File: config.mk
export PLATFORM = sky130hd
export DESIGN_NAME = precharge_contactor_sequencer_flat
export DESIGN_NICKNAME = d
export VERILOG_FILES = /design/src/sv/pcs_pkg.sv /design/src/sv/pcs_if.sv /design/src/sv/pcs_csr.sv /design/src/sv/pcs_step.sv /design/src/sv/precharge_contactor_sequencer.sv /design/src/flat_wrapper.sv
export SDC_FILE = /design/constraint.sdc
export NUM_CORES = 1
export LEC_CHECK = 0
export BUFFER_PORTS_ARGS = -buffer_cell sky130_fd_sc_hd__buf_2
export CAP_MARGIN = 20
export CORE_ASPECT_RATIO = 1.75
export CORE_UTILIZATION = 30
export CTS_CLUSTER_SIZE = 12
export DETAILED_ROUTE_END_ITERATION = 8
export SLEW_MARGIN = 20
export SYNTH_ARGS = -nofsm -noshare
export SYNTH_HDL_FRONTEND = slang
export SYNTH_SLANG_ARGS = --single-unit
File: constraint.sdc
create_clock -name clock -period 7.8 [get_ports clock]
set_input_delay 1.95 -clock clock [delete_from_list [all_inputs] [get_ports clock]]
set_output_delay 1.95 -clock clock [all_outputs]
set_load 0.01 [all_outputs]
File: src/sv/pcs_pkg.sv
// shared types and constants for the precharge contactor sequencer
// no dependencies; used by the interfaces, csr block, step logic and top level

package pcs_pkg;

   // default widths of time and voltage fields
   localparam int PCS_TIME_BITS = 32;
   localparam int PCS_VOLT_BITS = 16;

   // configuration port geometry
   localparam int CSR_ADDR_W = 5;
   localparam int CSR_DATA_W = 32;
   localparam int CSR_IDX_W  = 3;

   // result field widths
   localparam int RELAY_W = 5;
   localparam int STAGE_W = 3;

   // register indexes
   localparam logic [CSR_IDX_W-1:0] REG_GOOD_BUS      = 3'd0;
   localparam logic [CSR_IDX_W-1:0] REG_FRESH_WINDOW  = 3'd1;
   localparam logic [CSR_IDX_W-1:0] REG_LOST_COMM     = 3'd2;
   localparam logic [CSR_IDX_W-1:0] REG_PRECHARGE_TO  = 3'd3;
   localparam logic [CSR_IDX_W-1:0] REG_CLOSE_SETTLE  = 3'd4;
   localparam logic [CSR_IDX_W-1:0] REG_CLOSE_TO      = 3'd5;
   localparam logic [CSR_IDX_W-1:0] REG_COOLDOWN      = 3'd6;

   // register reset values
   localparam logic [15:0] RST_GOOD_BUS     = 16'd3000;
   localparam logic [15:0] RST_FRESH_WINDOW = 16'd100;
   localparam logic [15:0] RST_LOST_COMM    = 16'd500;
   localparam logic [31:0] RST_PRECHARGE_TO = 32'd50000;
   localparam logic [15:0] RST_CLOSE_SETTLE = 16'd50;
   localparam logic [15:0] RST_CLOSE_TO     = 16'd500;
   localparam logic [15:0] RST_COOLDOWN     = 16'd1500;

   // relay patterns: bit0 precharge, bit1 right, bit2 left, bit3 distribution, bit4 fuel
   localparam logic [RELAY_W-1:0] RELAY_NONE      = 5'h00;
   localparam logic [RELAY_W-1:0] RELAY_PRECHARGE = 5'h01;
   localparam logic [RELAY_W-1:0] RELAY_CLOSING   = 5'h1F;
   localparam logic [RELAY_W-1:0] RELAY_ON        = 5'h1E;

   // bring-up stages
   typedef enum logic [STAGE_W-1:0] {
      ST_OFF       = 3'd0,
      ST_PRECHARGE = 3'd1,
      ST_CLOSING   = 3'd2,
      ST_ON        = 3'd3,
      ST_COOLDOWN  = 3'd4
   } stage_type;

   // configuration register file contents
   typedef struct packed {
      logic [15:0] good_bus_decivolts;
      logic [15:0] fresh_window_ms;
      logic [15:0] lost_comm_ms;
      logic [31:0] precharge_timeout_ms;
      logic [15:0] close_settle_ms;
      logic [15:0] close_timeout_ms;
      logic [15:0] cooldown_ms;
   } cfg_type;

   // sequencer control state, without the transition timestamp
   typedef struct packed {
      stage_type stage;
      logic      faulted;
      stage_type failed_at;
      logic      button_latch;
   } ctl_type;

   // one result beat
   typedef struct packed {
      logic [RELAY_W-1:0] relay_drive;
      logic [STAGE_W-1:0] stage_now;
      logic               fault_flag;
      logic [STAGE_W-1:0] fault_stage;
      logic               stage_changed;
   } rsp_type;

endpackage

File: src/sv/pcs_if.sv
// request and response channel interfaces for the precharge contactor sequencer
// depends on pcs_pkg

interface pcs_req_if
   import pcs_pkg::*;
#(
   parameter int TIME_BITS = PCS_TIME_BITS,
   parameter int VOLT_BITS = PCS_VOLT_BITS
) ();
   logic                 valid;
   logic                 ready;
   logic [TIME_BITS-1:0] now_ms;
   logic                 button_press;
   logic                 fault_request;
   logic [TIME_BITS-1:0] right_rx_ms;
   logic [VOLT_BITS-1:0] right_bus_dv;
   logic [TIME_BITS-1:0] left_rx_ms;
   logic [VOLT_BITS-1:0] left_bus_dv;

   modport source (
      output valid, now_ms, button_press, fault_request,
             right_rx_ms, right_bus_dv, left_rx_ms, left_bus_dv,
      input  ready
   );
   modport sink (
      input  valid, now_ms, button_press, fault_request,
             right_rx_ms, right_bus_dv, left_rx_ms, left_bus_dv,
      output ready
   );
endinterface

interface pcs_rsp_if
   import pcs_pkg::*;
();
   logic               valid;
   logic               ready;
   logic [RELAY_W-1:0] relay_drive;
   logic [STAGE_W-1:0] stage_now;
   logic               fault_flag;
   logic [STAGE_W-1:0] fault_stage;
   logic               stage_changed;

   modport source (
      output valid, relay_drive, stage_now, fault_flag, fault_stage, stage_changed,
      input  ready
   );
   modport sink (
      input  valid, relay_drive, stage_now, fault_flag, fault_stage, stage_changed,
      output ready
   );
endinterface

File: src/sv/pcs_csr.sv
// apb-style configuration registers for the precharge contactor sequencer
// depends on pcs_pkg

module pcs_csr
   import pcs_pkg::*;
(
   input  logic                  clock,
   input  logic                  reset,
   input  logic                  csr_psel,
   input  logic                  csr_penable,
   input  logic                  csr_pwrite,
   input  logic [CSR_ADDR_W-1:0] csr_paddr,
   input  logic [CSR_DATA_W-1:0] csr_pwdata,
   output logic [CSR_DATA_W-1:0] csr_prdata,
   output logic                  csr_pready,
   output cfg_type               cfg
);

   cfg_type              cfg_ff;
   logic                 wr_en;
   logic [CSR_IDX_W-1:0] reg_idx;

   // word index from the byte address
   assign reg_idx    = csr_paddr[CSR_ADDR_W-1:2];
   assign wr_en      = csr_psel && csr_penable && csr_pwrite;
   assign csr_pready = 1'b1;
   assign cfg        = cfg_ff;

   // register writes, access phase only
   always_ff @(posedge clock) begin
      if (reset) begin
         cfg_ff.good_bus_decivolts   <= RST_GOOD_BUS;
         cfg_ff.fresh_window_ms      <= RST_FRESH_WINDOW;
         cfg_ff.lost_comm_ms         <= RST_LOST_COMM;
         cfg_ff.precharge_timeout_ms <= RST_PRECHARGE_TO;
         cfg_ff.close_settle_ms      <= RST_CLOSE_SETTLE;
         cfg_ff.close_timeout_ms     <= RST_CLOSE_TO;
         cfg_ff.cooldown_ms          <= RST_COOLDOWN;
      end else if (wr_en) begin
         case (reg_idx)
            REG_GOOD_BUS:     cfg_ff.good_bus_decivolts   <= csr_pwdata[15:0];
            REG_FRESH_WINDOW: cfg_ff.fresh_window_ms      <= csr_pwdata[15:0];
            REG_LOST_COMM:    cfg_ff.lost_comm_ms         <= csr_pwdata[15:0];
            REG_PRECHARGE_TO: cfg_ff.precharge_timeout_ms <= csr_pwdata[31:0];
            REG_CLOSE_SETTLE: cfg_ff.close_settle_ms      <= csr_pwdata[15:0];
            REG_CLOSE_TO:     cfg_ff.close_timeout_ms     <= csr_pwdata[15:0];
            REG_COOLDOWN:     cfg_ff.cooldown_ms          <= csr_pwdata[15:0];
            default: ;
         endcase
      end
   end

   // read mux, unmapped words read zero
   always_comb begin
      case (reg_idx)
         REG_GOOD_BUS:     csr_prdata = {16'd0, cfg_ff.good_bus_decivolts};
         REG_FRESH_WINDOW: csr_prdata = {16'd0, cfg_ff.fresh_window_ms};
         REG_LOST_COMM:    csr_prdata = {16'd0, cfg_ff.lost_comm_ms};
         REG_PRECHARGE_TO: csr_prdata = cfg_ff.precharge_timeout_ms;
         REG_CLOSE_SETTLE: csr_prdata = {16'd0, cfg_ff.close_settle_ms};
         REG_CLOSE_TO:     csr_prdata = {16'd0, cfg_ff.close_timeout_ms};
         REG_COOLDOWN:     csr_prdata = {16'd0, cfg_ff.cooldown_ms};
         default:          csr_prdata = '0;
      endcase
   end

endmodule

File: src/sv/pcs_step.sv
// one poll of the bring-up sequencer: next control state and result beat
// depends on pcs_pkg; purely combinational, registered by the top level

module pcs_step
   import pcs_pkg::*;
#(
   parameter int TIME_BITS = PCS_TIME_BITS,
   parameter int VOLT_BITS = PCS_VOLT_BITS
) (
   input  cfg_type              cfg,
   input  ctl_type              ctl_cur,
   input  logic [TIME_BITS-1:0] last_ms_cur,
   input  logic [TIME_BITS-1:0] now_ms,
   input  logic                 button_press,
   input  logic                 fault_request,
   input  logic [TIME_BITS-1:0] right_rx_ms,
   input  logic [VOLT_BITS-1:0] right_bus_dv,
   input  logic [TIME_BITS-1:0] left_rx_ms,
   input  logic [VOLT_BITS-1:0] left_bus_dv,
   output ctl_type              ctl_nxt,
   output logic [TIME_BITS-1:0] last_ms_nxt,
   output rsp_type              rsp
);

   // compare widths: wide enough for both the age and the 32-bit timeout
   localparam int CW = (TIME_BITS > 32) ? TIME_BITS : 32;
   localparam int VW = (VOLT_BITS > 16) ? VOLT_BITS : 16;

   logic [TIME_BITS-1:0] r_age;
   logic [TIME_BITS-1:0] l_age;
   logic [CW-1:0]        r_age_w;
   logic [CW-1:0]        l_age_w;
   logic [VW-1:0]        r_v_w;
   logic [VW-1:0]        l_v_w;
   logic [VW-1:0]        thr_w;
   logic                 fresh;
   logic                 hot;
   logic                 lost;
   logic [TIME_BITS-1:0] since_last;
   logic [CW-1:0]        elapsed;
   logic                 changed;
   logic [RELAY_W-1:0]   relays;

   // telemetry ages and voltage tests
   assign r_age   = now_ms - right_rx_ms;
   assign l_age   = now_ms - left_rx_ms;
   assign r_age_w = CW'(r_age);
   assign l_age_w = CW'(l_age);
   assign r_v_w   = VW'(right_bus_dv);
   assign l_v_w   = VW'(left_bus_dv);
   assign thr_w   = VW'(cfg.good_bus_decivolts);

   assign fresh = (r_age_w < CW'(cfg.fresh_window_ms)) && (l_age_w < CW'(cfg.fresh_window_ms));
   assign hot   = (r_v_w > thr_w) && (l_v_w > thr_w);
   assign lost  = (r_age_w > CW'(cfg.lost_comm_ms)) || (r_v_w < thr_w) ||
                  (l_age_w > CW'(cfg.lost_comm_ms)) || (l_v_w < thr_w);

   // stage rules, applied in order
   always_comb begin
      ctl_nxt              = ctl_cur;
      last_ms_nxt          = last_ms_cur;
      changed              = 1'b0;
      ctl_nxt.button_latch = ctl_cur.button_latch | button_press;

      // external fault request goes first
      if (fault_request) begin
         ctl_nxt.faulted   = 1'b1;
         ctl_nxt.failed_at = ctl_cur.stage;
         ctl_nxt.stage     = ST_COOLDOWN;
         last_ms_nxt       = now_ms;
         changed           = 1'b1;
      end

      // time in the current stage, after any request restart; wraps at the time width
      since_last = now_ms - last_ms_nxt;
      elapsed    = CW'(since_last);

      // relays follow the stage after any fault request, before the stage rules
      case (ctl_nxt.stage)
         ST_PRECHARGE: relays = RELAY_PRECHARGE;
         ST_CLOSING:   relays = RELAY_CLOSING;
         ST_ON:        relays = RELAY_ON;
         default:      relays = RELAY_NONE;
      endcase

      case (ctl_nxt.stage)
         ST_OFF: begin
            if (ctl_nxt.button_latch) begin
               ctl_nxt.button_latch = 1'b0;
               ctl_nxt.faulted      = 1'b0;
               ctl_nxt.stage        = ST_PRECHARGE;
               last_ms_nxt          = now_ms;
               changed              = 1'b1;
            end
         end
         ST_PRECHARGE: begin
            // advancing resets the timer, so the timeout cannot also fire
            if (fresh && hot) begin
               ctl_nxt.faulted = 1'b0;
               ctl_nxt.stage   = ST_CLOSING;
               last_ms_nxt     = now_ms;
               changed         = 1'b1;
            end else if (elapsed > CW'(cfg.precharge_timeout_ms)) begin
               ctl_nxt.faulted   = 1'b1;
               ctl_nxt.failed_at = ST_PRECHARGE;
               ctl_nxt.stage     = ST_COOLDOWN;
               last_ms_nxt       = now_ms;
               changed           = 1'b1;
            end
         end
         ST_CLOSING: begin
            if ((elapsed > CW'(cfg.close_settle_ms)) && fresh && hot) begin
               ctl_nxt.faulted = 1'b0;
               ctl_nxt.stage   = ST_ON;
               last_ms_nxt     = now_ms;
               changed         = 1'b1;
            end else if (elapsed > CW'(cfg.close_timeout_ms)) begin
               ctl_nxt.faulted   = 1'b1;
               ctl_nxt.failed_at = ST_CLOSING;
               ctl_nxt.stage     = ST_COOLDOWN;
               last_ms_nxt       = now_ms;
               changed           = 1'b1;
            end
         end
         ST_ON: begin
            // button wins over a fault in the same poll but keeps the fault stage
            if (lost) begin
               ctl_nxt.failed_at = ST_ON;
            end
            if (ctl_nxt.button_latch) begin
               ctl_nxt.button_latch = 1'b0;
               ctl_nxt.faulted      = 1'b0;
            end else if (lost) begin
               ctl_nxt.faulted = 1'b1;
            end
            if (ctl_nxt.button_latch != ctl_cur.button_latch || lost ||
                button_press) begin
               ctl_nxt.stage = ST_COOLDOWN;
               last_ms_nxt   = now_ms;
               changed       = 1'b1;
            end
         end
         ST_COOLDOWN: begin
            if (elapsed > CW'(cfg.cooldown_ms)) begin
               ctl_nxt.stage = ST_OFF;
               last_ms_nxt   = now_ms;
               changed       = 1'b1;
            end
         end
         default: ;
      endcase
   end

   // result beat
   assign rsp.relay_drive   = relays;
   assign rsp.stage_now     = ctl_nxt.stage;
   assign rsp.fault_flag    = ctl_nxt.faulted;
   assign rsp.fault_stage   = ctl_nxt.failed_at;
   assign rsp.stage_changed = changed;

endmodule

File: src/sv/precharge_contactor_sequencer.sv
// top level of the precharge contactor sequencer: input register, step logic, result register
// depends on pcs_pkg, pcs_req_if, pcs_rsp_if, pcs_csr and pcs_step
//
//   port      direction   role
//   req_ch    in          one poll per beat: time, button, fault request, telemetry
//   rsp_ch    out         one result beat per poll: relays, stage, fault status
//   csr_*     in/out      apb-style register access, seven registers
//
// a poll is captured in the input register, evaluated combinationally against the
// stage state, and lands in the result register; one poll per cycle while the result drains.
// the stage state updates in the same cycle a poll moves into the result register.
// a stalled result holds the result register; the input register still fills,
// and a poll is taken every cycle as long as the result side keeps draining.
// synchronous reset returns the stage to off with no fault and empties both registers.

module precharge_contactor_sequencer
   import pcs_pkg::*;
#(
   parameter int TIME_BITS = PCS_TIME_BITS,
   parameter int VOLT_BITS = PCS_VOLT_BITS
) (
   input  logic                  clock,
   input  logic                  reset,
   pcs_req_if.sink               req_ch,
   pcs_rsp_if.source             rsp_ch,
   input  logic                  csr_psel,
   input  logic                  csr_penable,
   input  logic                  csr_pwrite,
   input  logic [CSR_ADDR_W-1:0] csr_paddr,
   input  logic [CSR_DATA_W-1:0] csr_pwdata,
   output logic [CSR_DATA_W-1:0] csr_prdata,
   output logic                  csr_pready
);

   cfg_type              cfg;

   // input register
   logic                 in_valid_ff;
   logic [TIME_BITS-1:0] now_ms_ff;
   logic                 button_press_ff;
   logic                 fault_request_ff;
   logic [TIME_BITS-1:0] right_rx_ms_ff;
   logic [VOLT_BITS-1:0] right_bus_dv_ff;
   logic [TIME_BITS-1:0] left_rx_ms_ff;
   logic [VOLT_BITS-1:0] left_bus_dv_ff;

   // sequencer state
   ctl_type              ctl_ff;
   ctl_type              ctl_in;
   logic [TIME_BITS-1:0] last_ms_ff;
   logic [TIME_BITS-1:0] last_ms_in;

   // result register
   logic                 out_valid_ff;
   rsp_type              out_ff;
   rsp_type              out_in;

   logic                 advance;
   logic                 take;

   // configuration registers
   pcs_csr u_csr (
      .clock       (clock),
      .reset       (reset),
      .csr_psel    (csr_psel),
      .csr_penable (csr_penable),
      .csr_pwrite  (csr_pwrite),
      .csr_paddr   (csr_paddr),
      .csr_pwdata  (csr_pwdata),
      .csr_prdata  (csr_prdata),
      .csr_pready  (csr_pready),
      .cfg         (cfg)
   );

   // one poll of the stage rules
   pcs_step #(
      .TIME_BITS (TIME_BITS),
      .VOLT_BITS (VOLT_BITS)
   ) u_step (
      .cfg           (cfg),
      .ctl_cur       (ctl_ff),
      .last_ms_cur   (last_ms_ff),
      .now_ms        (now_ms_ff),
      .button_press  (button_press_ff),
      .fault_request (fault_request_ff),
      .right_rx_ms   (right_rx_ms_ff),
      .right_bus_dv  (right_bus_dv_ff),
      .left_rx_ms    (left_rx_ms_ff),
      .left_bus_dv   (left_bus_dv_ff),
      .ctl_nxt       (ctl_in),
      .last_ms_nxt   (last_ms_in),
      .rsp           (out_in)
   );

   // handshake: the poll moves on when the result register is free or draining
   assign advance      = in_valid_ff && (!out_valid_ff || rsp_ch.ready);
   assign req_ch.ready = !in_valid_ff || advance;
   assign take         = req_ch.valid && req_ch.ready;

   // input register
   always_ff @(posedge clock) begin
      if (reset) begin
         in_valid_ff <= 1'b0;
      end else if (take) begin
         in_valid_ff <= 1'b1;
      end else if (advance) begin
         in_valid_ff <= 1'b0;
      end
   end

   always_ff @(posedge clock) begin
      if (take) begin
         now_ms_ff        <= req_ch.now_ms;
         button_press_ff  <= req_ch.button_press;
         fault_request_ff <= req_ch.fault_request;
         right_rx_ms_ff   <= req_ch.right_rx_ms;
         right_bus_dv_ff  <= req_ch.right_bus_dv;
         left_rx_ms_ff    <= req_ch.left_rx_ms;
         left_bus_dv_ff   <= req_ch.left_bus_dv;
      end
   end

   // sequencer state, updated once per evaluated poll
   always_ff @(posedge clock) begin
      if (reset) begin
         ctl_ff.stage        <= ST_OFF;
         ctl_ff.faulted      <= 1'b0;
         ctl_ff.failed_at    <= ST_OFF;
         ctl_ff.button_latch <= 1'b0;
         last_ms_ff          <= '0;
      end else if (advance) begin
         ctl_ff     <= ctl_in;
         last_ms_ff <= last_ms_in;
      end
   end

   // result register
   always_ff @(posedge clock) begin
      if (reset) begin
         out_valid_ff <= 1'b0;
      end else if (advance) begin
         out_valid_ff <= 1'b1;
      end else if (rsp_ch.ready) begin
         out_valid_ff <= 1'b0;
      end
   end

   always_ff @(posedge clock) begin
      if (advance) begin
         out_ff <= out_in;
      end
   end

   assign rsp_ch.valid         = out_valid_ff;
   assign rsp_ch.relay_drive   = out_ff.relay_drive;
   assign rsp_ch.stage_now     = out_ff.stage_now;
   assign rsp_ch.fault_flag    = out_ff.fault_flag;
   assign rsp_ch.fault_stage   = out_ff.fault_stage;
   assign rsp_ch.stage_changed = out_ff.stage_changed;

endmodule

File: src/flat_wrapper.sv
// flat-port wrapper written by rule: the top's interface ports become plain ports
module precharge_contactor_sequencer_flat import pcs_pkg::*;
#(
   parameter int TIME_BITS = PCS_TIME_BITS,
   parameter int VOLT_BITS = PCS_VOLT_BITS
)
  (clock, reset, csr_psel, csr_penable, csr_pwrite, csr_paddr, csr_pwdata, csr_prdata, csr_pready, req_ch_valid, req_ch_now_ms, req_ch_button_press, req_ch_fault_request, req_ch_right_rx_ms, req_ch_right_bus_dv, req_ch_left_rx_ms, req_ch_left_bus_dv, req_ch_ready, rsp_ch_valid, rsp_ch_relay_drive, rsp_ch_stage_now, rsp_ch_fault_flag, rsp_ch_fault_stage, rsp_ch_stage_changed, rsp_ch_ready);
  pcs_req_if #(.TIME_BITS(TIME_BITS), .VOLT_BITS(VOLT_BITS)) req_ch_i ();
  pcs_rsp_if rsp_ch_i ();
  input  logic clock;
  input  logic reset;
  input  logic csr_psel;
  input  logic csr_penable;
  input  logic csr_pwrite;
  input  logic [CSR_ADDR_W-1:0] csr_paddr;
  input  logic [CSR_DATA_W-1:0] csr_pwdata;
  output logic [CSR_DATA_W-1:0] csr_prdata;
  output logic csr_pready;
  input wire logic [$bits(req_ch_i.valid)-1:0] req_ch_valid;
  input wire logic [$bits(req_ch_i.now_ms)-1:0] req_ch_now_ms;
  input wire logic [$bits(req_ch_i.button_press)-1:0] req_ch_button_press;
  input wire logic [$bits(req_ch_i.fault_request)-1:0] req_ch_fault_request;
  input wire logic [$bits(req_ch_i.right_rx_ms)-1:0] req_ch_right_rx_ms;
  input wire logic [$bits(req_ch_i.right_bus_dv)-1:0] req_ch_right_bus_dv;
  input wire logic [$bits(req_ch_i.left_rx_ms)-1:0] req_ch_left_rx_ms;
  input wire logic [$bits(req_ch_i.left_bus_dv)-1:0] req_ch_left_bus_dv;
  output wire logic [$bits(req_ch_i.ready)-1:0] req_ch_ready;
  output wire logic [$bits(rsp_ch_i.valid)-1:0] rsp_ch_valid;
  output wire logic [$bits(rsp_ch_i.relay_drive)-1:0] rsp_ch_relay_drive;
  output wire logic [$bits(rsp_ch_i.stage_now)-1:0] rsp_ch_stage_now;
  output wire logic [$bits(rsp_ch_i.fault_flag)-1:0] rsp_ch_fault_flag;
  output wire logic [$bits(rsp_ch_i.fault_stage)-1:0] rsp_ch_fault_stage;
  output wire logic [$bits(rsp_ch_i.stage_changed)-1:0] rsp_ch_stage_changed;
  input wire logic [$bits(rsp_ch_i.ready)-1:0] rsp_ch_ready;
  assign req_ch_i.valid = req_ch_valid;
  assign req_ch_i.now_ms = req_ch_now_ms;
  assign req_ch_i.button_press = req_ch_button_press;
  assign req_ch_i.fault_request = req_ch_fault_request;
  assign req_ch_i.right_rx_ms = req_ch_right_rx_ms;
  assign req_ch_i.right_bus_dv = req_ch_right_bus_dv;
  assign req_ch_i.left_rx_ms = req_ch_left_rx_ms;
  assign req_ch_i.left_bus_dv = req_ch_left_bus_dv;
  assign req_ch_ready = req_ch_i.ready;
  assign rsp_ch_valid = rsp_ch_i.valid;
  assign rsp_ch_relay_drive = rsp_ch_i.relay_drive;
  assign rsp_ch_stage_now = rsp_ch_i.stage_now;
  assign rsp_ch_fault_flag = rsp_ch_i.fault_flag;
  assign rsp_ch_fault_stage = rsp_ch_i.fault_stage;
  assign rsp_ch_stage_changed = rsp_ch_i.stage_changed;
  assign rsp_ch_i.ready = rsp_ch_ready;
  precharge_contactor_sequencer #(.TIME_BITS(TIME_BITS), .VOLT_BITS(VOLT_BITS)) u_core (.clock(clock), .reset(reset), .req_ch(req_ch_i), .rsp_ch(rsp_ch_i), .csr_psel(csr_psel), .csr_penable(csr_penable), .csr_pwrite(csr_pwrite), .csr_paddr(csr_paddr), .csr_pwdata(csr_pwdata), .csr_prdata(csr_prdata), .csr_pready(csr_pready));
endmodule
* Yosys cells after proc, flatten, opt, wreduce, memory -nomap -nowiden
Cells that the tools add are included.
Widths: inputs -> output; s select.
** Word-level totals
- Bits of input ports :: 174
- Register bits :: 313
- Logic and storage cells :: 124
- Output and inout bits :: 48
** Cells by class
- Order comparisons :: 12
- Reductions and logical operators :: 29
- Equal/unequal tests :: 11
- Bitwise operators :: 1
- $add $sub $neg :: 3
- Muxes and demuxes :: 42
** Operators with widths (number)
- $mux 32 :: 8
- $pmux 32 s7 :: 1
- $gt 32x16->1 :: 5
- $pmux 32 s5 :: 1
- $sub 32x32->32 :: 3
- $lt 32x16->1 :: 2
- $gt 16x16->1 :: 2
- $gt 32x32->1 :: 1
- $lt 16x16->1 :: 2
- $mux 7 :: 3
- $mux 1 :: 15
- $mux 3 :: 5
- $pmux 3 s5 :: 1
- $pmux 5 s3 :: 1
- $reduce_and 2->1 :: 7
- $eq 3x2->1 const B :: 4
- $eq 3x3->1 const B :: 4
- $mux 4 :: 3
- $logic_and 1x1->1 :: 9
- $pmux 3 s3 :: 1
- $logic_or 1x1->1 :: 7
- $eq 3x1->1 const B :: 2
- $logic_not 3->1 :: 2
- $pmux 1 s5 :: 1
- 6 further kinds :: 8

* Longest topological paths before layout
Gate-level depths: netlist of run 1.
- Depth in word-level cells :: 9
- Gate-level depth with buffers :: 27
- Depth with buffers taken out :: 23

* Hierarchy
A second synthesis of run 1 with hierarchy kept.
** Unflattened totals
- Cells, all modules :: 2765
- Area, all modules :: 24248.3 um2
** Modules (own cells, without submodules)
- pcs_step :: area an instance 12075.3 um2, cells an instance 1775, seq. area each 0.0 um2, times used 1
- precharge_contactor_sequencer :: area an instance 6209.7 um2, cells an instance 327, seq. area each 5134.9 um2, times used 1
- pcs_csr :: area an instance 5963.2 um2, cells an instance 663, seq. area each 2562.5 um2, times used 1

* Least setup slack after synthesis of run 1
Ideal clock, no wire load.
- Path type :: register to register
- From :: register u_core.fault_request_ff
- To :: register u_core.last_ms_ff[10]
- Arrival time :: 6.083 ns
- Clock period less this slack :: 6.211 ns
- Library setup time :: 0.128 ns
- Buffers on the path :: 6
- Stages on the path, launching flop included :: 27
- Required time :: 7.672 ns
- Path slack :: 1.589 ns
- Cell sequence :: edfxtp_1 > clkbuf_1 > buf_1 > clkbuf_1 > mux2i_1 > ha_1 > buf_2 > nand2_1 > or4_1 > a31o_1 > and4_1 > nor3_1 > ha_1 > a21o_1 > a21o_1 > a21o_1 > a21o_1 > a21oi_1 > nor2_1 > a2111oi_0 > a211o_1 > o211ai_1 > o41ai_1 > buf_4 > buf_6 > mux2i_1 > nor2_1
** On the way
- Cells in the longest elaborated chain, start to end :: 7
- Elaborated cells between the ends (all ways) :: 22
- Classes of those cells :: add/sub (1); order compare (4); eq/ne (4); mux (10); reduce/logical (3)
** RTL lines
- start: declaration :: RTL line precharge_contactor_sequencer.sv:41 : logic fault_request_ff;
- start signal: assignment :: RTL line precharge_contactor_sequencer.sv:115 : fault_request_ff <= req_ch.fault_request;
- $mux 32 :: RTL line pcs_step.sv:66 : if (fault_request) begin
- $sub 32x32->32 :: RTL line pcs_step.sv:75 : since_last = now_ms - last_ms_nxt;
- $gt 32x16->1 :: RTL line pcs_step.sv:112 : if ((elapsed > CW'(cfg.close_settle_ms)) && fresh && hot) begin
- $logic_and 1x1->1 (2 in series) :: RTL line pcs_step.sv:112
- $mux 32 :: RTL line pcs_step.sv:112
- $pmux 32 s5 (*) :: RTL line pcs_step.sv:86 : case (ctl_nxt.stage)
- end signal: assignment :: RTL line precharge_contactor_sequencer.sv:133 : last_ms_ff <= last_ms_in;
- end: declaration :: RTL line precharge_contactor_sequencer.sv:50 : logic [TIME_BITS-1:0] last_ms_ff;
Every way passes the cells marked *; elsewhere a longest branch is shown, timed or not.
A chain may end at the register's enable or synchronous reset.

* Final worst setup path of run 1
- From :: register u_core.fault_request_ff
- To :: register u_core.last_ms_ff[4]
Same word-level chain as after synthesis.

==> flow_summary.yaml, run 1 <==
die:
  coreArea_mm2: 0.0743
  rows: 132
  io_pins: 222
  die_w_um: 210
  dieArea_mm2: 0.0766
  start_util_pct: 30.5
  die_h_um: 365
clocking:
  clkSinkCount: 310
  cts_resized: 0
  htreeDepth: 2
  cts_buffer_depth: 3
  clk_latency_ns: 0.61
  cts_tree: "yes"
  cts_made_buffers: 36
  postCtsSetupRepairBufs: 0
  cts_hold_buffers: 0
  path_clk_slew_ns: 0.06
  root_buffer: "clkbuf_16"
routing:
  viasPerCell: 5.49
  drt_first_pass_iters: 6
  routed_wl_mm: 83.4
  drt_iter0_drc: 1357
  drc_errors: 0
  num_vias: 20960
  routedWlPerCell_um: 21.8
  detail-route-antenna-nets: 0
min_path:
  hold_class: "flop to flop"
  worstHoldEndpoint: "u_core.u_csr.cfg[65]"
  min-delay-start: "u_core.u_csr.cfg[65]"
  min_delay_path_depth: 2
final_layout:
  final_common_cell: "nand2_1"
  drive_gt1_share_pct: 11.7
  fin_cells: 3820
  area_delta_synth_final_pct: 14.2
  nNetsFinal: 3298
  layout_common_cells: "375 x nand2_1, 272 x a21oi_1, 267 x ha_1, 220 x inv_1, 217 x buf_2"
  fillers: 7796
yosys:
  yosysSeqAreaShare_pct: 33.6
  syn_nets: 3136
  yosysWarnings: 0
  synth_cell_types: 85
  synth-main-ff-cell: "dfxtp_1"
  synth-async-reset-ratio_pct: 0
  synth_edf_count: 140
  syn_inst: 2692
  ys_ff_latch: 310
  syn_avg_cell_area_um2: 8.41
  synth_area_mm2: 0.0226
global_route:
  grt_pass1_vias: 20941
  grt_max_degree: 129
  grt_overflow: 0
  groute.usage.overall_pct: 21.4
  grt_pass1_wl_mm: 124
  antenna_found_initial: 3
timing:
  fmax_mhz: 148
  skew_ns: 0.0433
  finalHoldViolCount: 0
  tns_ns: 0
  layout_min_cycle_time_ns: 6.76
  min_period_over_period_pct: 86.7
  tightest_slew_ns: 1.09
  setup_viol: 0
  rsz0062_at_grt: "false"
  maxSlewViolCount: 0
  max_slew_margin_pct: 27.6
critical_path:
  max_stage_delay_ns: 0.72
  path_buf_inv: 2
  end_kind: "flop"
  arrival_ns: 7.21
  r2r_start: "u_core.fault_request_ff"
  slowest_stage: "edfxtp_1"
  path_common_cell: "a21o_1"
  r2r_cells: 22
  criticalPathCategory: "flop to flop"
  cp_max_fo: 27
  start_kind: "flop"
  required_ns: 8.25
  reg2reg_slack_ns: 1.04
  crit_chain: "buf_4 -> mux2i_1 -> ha_1 -> nand2_1 -> or4_1 -> a31o_1 -> and4_1 -> nor3_1 -> ha_1 -> a21o_1 -> a21o_1 -> a21o_1 -> a21o_1 -> a21oi_1 -> nor2_1 -> a2111oi_0 -> a211o_1 -> o211ai_1 -> o41ai_2 -> buf_4 -> mux2i_1 -> nor2_1"
  path_delay_family: "compound AO/OA/AOI/OAI gates"
  r2r-end: "u_core.last_ms_ff[4]"
power_and_ir_drop:
  comb_power_share_pct: 28.7
  pwr_density_cell_mw_per_mm2: 196
  swShare_pct: 34.0
  p_int_w: 0.00334
  worst_ir_drop_vdd_mv: 0.124
  leakagePower_nw: 10.7
  pwr-share-seq_pct: 36.1
  switchingPower_w: 0.00172
  p_clk_share_pct: 35.3
placed_design:
  gp_congestion: 0.952
  hpwlAfterDp_mm: 66.8
  placedCellCount: 3754
  io_buffers: 218
run:
  cap_violations: 0
outcome:
  outcome: "complete, no violations"
-- cell type report --
cell class                      instances  area, µm²  share of cell area (%)
Sequential cell                       310       7610                    29.4
Clock buffer                           52       1050                    4.08
Clock inverter                         13        153                   0.591
Tap cell                              938       1170                    4.54
Antenna cell                            1       2.50                 0.00968
Timing Repair Buffer                  242       1290                    4.98
Inverter                              222        833                    3.22
Multi-Input combinational cell       2042      13700                    53.2
-- routing by layer --
| layer | wire length, µm | GRT usage [%] | vias to the layer above |
|---|---|---|---|
| li1 | - | - | 10119 |
| met1 | 30200 | 21.3 | 9948 |
| met2 | 42900 | 40.1 | 653 |
| met3 | 3520 | 2.96 | 234 |
| met4 | 6790 | 16.4 | 6 |
| met5 | 47 | 0 | - |
-- worst register-to-register path, delay by kind of cell (launching register included) --
| family | cells | cell delay (ns) |
|---|---|---|
| adders and majority gates | 2 | 0.83 |
| buffers and inverters | 2 | 0.79 |
| AOI/OAI and AO/OA | 10 | 2.39 |
| muxes | 2 | 0.38 |
| DFF | 1 | 0.72 |
| and+or+nand+nor | 6 | 1.55 |
-- cell families after synthesis --
logic type | synth area share (%)
fa+ha+maj | 15.0
other cells | 0.0166
simple gates | 17.7
xor+xnor | 2.36
compound gates | 21.2
flops | 33.6
buf+inv | 5.82
mux | 4.24
-- cell usage after synthesis (13+ instances only) --
library cell  number  area (µm²)
nand2_1          375        1410
a21oi_1          272        1360
ha_1             267        3340
inv_1            220         826
dfxtp_1          170        3400
nor2_1           159         597
edfxtp_1         140        4200
o21ai_0          130         651
clkbuf_1          97         364
mux2i_1           78         781
nand4_1           67         419
nor3_1            64         320
a21o_1            63         473
o211ai_1          63         473
xnor2_1           40         350
nand3_1           39         195
o21a_1            31         233
nor2b_1           30         188
a211oi_1          29         218
xor2_1            21         184
nor4_1            19         119
and2_1            17         106
a22oi_1           16         120
nand2b_1          16         100
a31oi_1           15        93.8
or3_1             14        87.6
and3_1            13        81.3
or2_2             13        81.3
-- per-stage QoR --
| stage | instance area (µm²) | power (W) | setup slack [ns] | utilization, % | hold WS [ns] |
|---|---|---|---|---|---|
| floorplan | 22600 | 0.00282 | 1.59 | - | 0.436 |
| global placement | 24600 | 0.00327 | 1.09 | 33.2 | 0.441 |
| detailed placement | 24600 | 0.00329 | 1.07 | 33.2 | 0.446 |
| CTS | 25800 | 0.00511 | 1.06 | 34.8 | 0.455 |
| global route | 25800 | 0.00533 | 0.506 | 34.8 | 0.470 |
| finish | 25800 | 0.00505 | 1.04 | 34.8 | 0.453 |
-- power by group through the flow --
stage / combinational [W] / clock, W / sequential (W)
final: 0.00145 / 0.00178 / 0.00182
after global routing: 0.00161 / 0.00189 / 0.00183
after CTS: 0.00144 / 0.00184 / 0.00182
after detailed placement: 0.00143 / 0 / 0.00186
after global placement: 0.00142 / 0 / 0.00186
after floorplan: 0.000992 / 0 / 0.00183
-- how the worst max path moves through the flow --
stage	slack, ns	endpoint	from	cells past startpoint
global route	0.51	u_core.last_ms_ff[8]	u_core.fault_request_ff	21
detailed placement	1.07	u_core.last_ms_ff[4]	u_core.fault_request_ff	21
finish	1.04	u_core.last_ms_ff[4]	u_core.fault_request_ff	22
global placement	1.09	u_core.last_ms_ff[3]	u_core.fault_request_ff	21
floorplan	1.59	u_core.last_ms_ff[10]	u_core.fault_request_ff	26
CTS	1.06	u_core.last_ms_ff[28]	u_core.fault_request_ff	21
-- sequential cells by signal, indices dropped and copies added, names as in the netlist --
register                     count
u_core.rsp_ch.fault_flag         1
u_core.right_bus_dv_ff          16
u_core.fault_request_ff          1
u_core.button_press_ff           1
u_core.now_ms_ff                32
u_core.left_bus_dv_ff           16
u_core.rsp_ch.stage_now          3
u_core.ctl_ff                    8
u_core.rsp_ch.stage_changed      1
u_core.rsp_ch.valid              1
u_core.rsp_ch.fault_stage        3
u_core.last_ms_ff               32
u_core.u_csr.cfg               128
u_core.in_valid_ff               1
u_core.right_rx_ms_ff           32
u_core.rsp_ch.relay_drive        2
u_core.left_rx_ms_ff            32
No activity file was read; power rests on OpenSTA's default activity.
==> inputs of run 2 (changes only) <==
--- a/config.mk
+++ b/config.mk
@@ -5,6 +5,7 @@
 export SDC_FILE = /design/constraint.sdc
 export NUM_CORES = 1
 export LEC_CHECK = 0
+export ABC_AREA = 1
 export BUFFER_PORTS_ARGS = -buffer_cell sky130_fd_sc_hd__buf_2
 export CAP_MARGIN = 20
 export CORE_ASPECT_RATIO = 1.75
==> flow_summary.yaml, run 2 <==
clocking:
  postCtsSetupRepairBufs: 0
  cts_buffer_depth: 3
  cts_hold_buffers: 0
  cts_resized: 0
  clkSinkCount: 310
  cts_tree: "yes"
  cts_made_buffers: 38
  htreeDepth: 2
  root_buffer: "clkbuf_16"
  clk_latency_ns: 0.59
  path_clk_slew_ns: 0.06
timing:
  fmax_mhz: 157
  maxSlewViolCount: 0
  finalHoldViolCount: 0
  max_slew_margin_pct: 27.6
  rsz0062_at_grt: "false"
  layout_min_cycle_time_ns: 6.38
  tightest_slew_ns: 1.07
  min_period_over_period_pct: 81.9
  tns_ns: 0
  fin_hold_ws_ns: 0.482
  setup_viol: 0
  skew_ns: 0.0358
global_route:
  grt_pass1_wl_mm: 151
  grt_overflow: 0
  antenna_found_initial: 2
  grt_pass1_vias: 25983
  groute.usage.overall_pct: 22.3
  grt_max_degree: 99
yosys:
  synth_edf_count: 140
  synth_area_mm2: 0.0266
  synth_area_leaders: "edfxtp_1 16%, nand2_1 16%, dfxtp_1 13%"
  yosysWarnings: 0
  ys_ff_latch: 310
  synth-async-reset-ratio_pct: 0
  synthTopCellsByCount: "1,101 x nand2_1, 705 x inv_1, 327 x nor2_1"
  synth_cell_types: 61
  synthMostInstantiatedCell: "nand2_1"
  syn_inst: 4067
  synth_top_area_cell: "edfxtp_1"
  synth-main-ff-cell: "dfxtp_1"
  syn_nets: 4511
  yosysSeqAreaShare_pct: 28.6
  syn_avg_cell_area_um2: 6.55
  yosysTopAreaCellShare_pct: 15.8
critical_path:
  arrival_ns: 6.71
  cp_max_fo: 26
  r2r-end: "u_core.rsp_ch.stage_now[2]"
  criticalPathCategory: "flop to flop"
  reg2reg_slack_ns: 1.42
  crit_end: "u_core.rsp_ch.stage_now[2]"
  crit_start: "u_core.fault_request_ff"
  r2r_cells: 21
  r2r_start: "u_core.fault_request_ff"
  start_kind: "flop"
  end_kind: "flop"
  required_ns: 8.12
placed_design:
  hpwlAfterDp_mm: 80.7
  io_buffers: 218
  gp_congestion: 0.972
die:
  die_w_um: 227
  dieArea_mm2: 0.0900
  io_pins: 222
  coreArea_mm2: 0.0879
  start_util_pct: 30.3
  rows: 144
  die_h_um: 396
final_layout:
  layout_common_cells: "1,101 x nand2_1, 704 x inv_1, 325 x nor2_1, 287 x a21oi_1, 267 x ha_1"
  largest_reg_flops: 128
  drive_gt1_share_pct: 8.60
  final_util_pct: 34.3
  area_delta_synth_final_pct: 13.3
  final_common_cell: "nand2_1"
  nNetsFinal: 4682
outcome:
  outcome: "complete, no violations"
routing:
  highest_layer: "met4"
  routedWlPerCell_um: 18.7
  viasPerCell: 5.00
  routed_wl_mm: 102
  route.met2.wl_mm: 51.3
  drt_first_pass_iters: 6
  met3_length_mm: 5.10
  detail-route-antenna-nets: 0
  num_vias: 27174
  drc_errors: 0
  drt-met1-wl_mm: 38.1
  drt_iter0_drc: 1827
run:
  cap_violations: 0
power_and_ir_drop:
  worst_ir_drop_vdd_mv: 0.161
  pwr_density_cell_mw_per_mm2: 183
  leakagePower_nw: 15.2
min_path:
  hold_class: "flop to flop"
  min_delay_path_depth: 2
==> run 2: changes by cell type after synthesis, sizes merged, moves of 59 or more <==
cell / change
inv: +501
nor2: +186
o21ai: +155
a21o: -59
mux2i: -77
nand2: +737
nand3: +220
==> run 2: how the worst min path moves through the flow <==
stage,from,endpoint
2_1_floorplan,u_core.u_csr.cfg[47],u_core.u_csr.cfg[47]
3_3_place_gp,u_core.u_csr.cfg[35],u_core.u_csr.cfg[35]
3_5_place_dp,u_core.u_csr.cfg[47],u_core.u_csr.cfg[47]
4_1_cts,u_core.u_csr.cfg[47],u_core.u_csr.cfg[47]
5_1_grt,u_core.u_csr.cfg[42],u_core.u_csr.cfg[42]
6_report,u_core.u_csr.cfg[47],u_core.u_csr.cfg[47]
==> run 2: kinds of logic after synthesis <==
group | Yosys count | share of synthesized area (%)
simple gates | 1864 | 29.6
mux | 1 | 0.0376
compound gates | 736 | 15.4
other cells | 1 | 0.0141
flops | 310 | 28.6
xor+xnor | 46 | 1.51
fa+ha+maj | 270 | 12.8
buf+inv | 839 | 12.2
==> run 2: critical path, cell delays in order (launching register included) <==
cell and delay, ns:
edfxtp_1 0.99, o21ai_0 0.25, inv_1 0.22, ha_1 0.17, inv_1 0.11, fa_1 0.50, nand2_1 0.11, nand3_1 0.12
nand2_1 0.10, nand2_1 0.17, xor2_1 0.45, ha_1 0.19, nand2_1 0.09, nor4_1 0.47, nor4b_1 0.92, nor2_1 0.23
nor2_1 0.36, inv_1 0.13, nand3_1 0.15, nand4_1 0.10, nor2_1 0.21, inv_1 0.06
==> run 2: layout make-up <==
type                    instances  area [µm²]
clock inverters                18         205
flip-flops and latches        310        7610
diodes                          1        2.50
inverters                     727        2740
repair buffers                243        1280
well taps                    1168        1460
clock buffers                  52        1050
multi-input cells            2918       15800
fillers                      9783       57800
==> run 2: power by group <==
part	leakage, nW	switching (W)	internal, W
Combinational	11.8	0.00121	0.000596
Sequential	2.74	0.0000677	0.00177
Clock	0.609	0.000797	0.00106
==> run 2: per-stage QoR <==
stage	instance area, µm²	worst slack [ns]	power (W)	std cells
floorplan	26600	2.58	0.00311	4067
global placement	28900	1.52	0.00363	5366
detailed placement	28900	1.52	0.00366	5366
CTS	30200	1.53	0.00556	5436
global route	30200	1.20	0.00586	5437
finish	30200	1.42	0.00551	5437
==> run 2: metal layers <==
metal | vias to the layer above | track usage [%]
met1 | 12342 | 23.7
met3 | 267 | 2.16
met5 | - | 0
met4 | 0 | 14.2
li1 | 13621 | -
met2 | 944 | 41.2
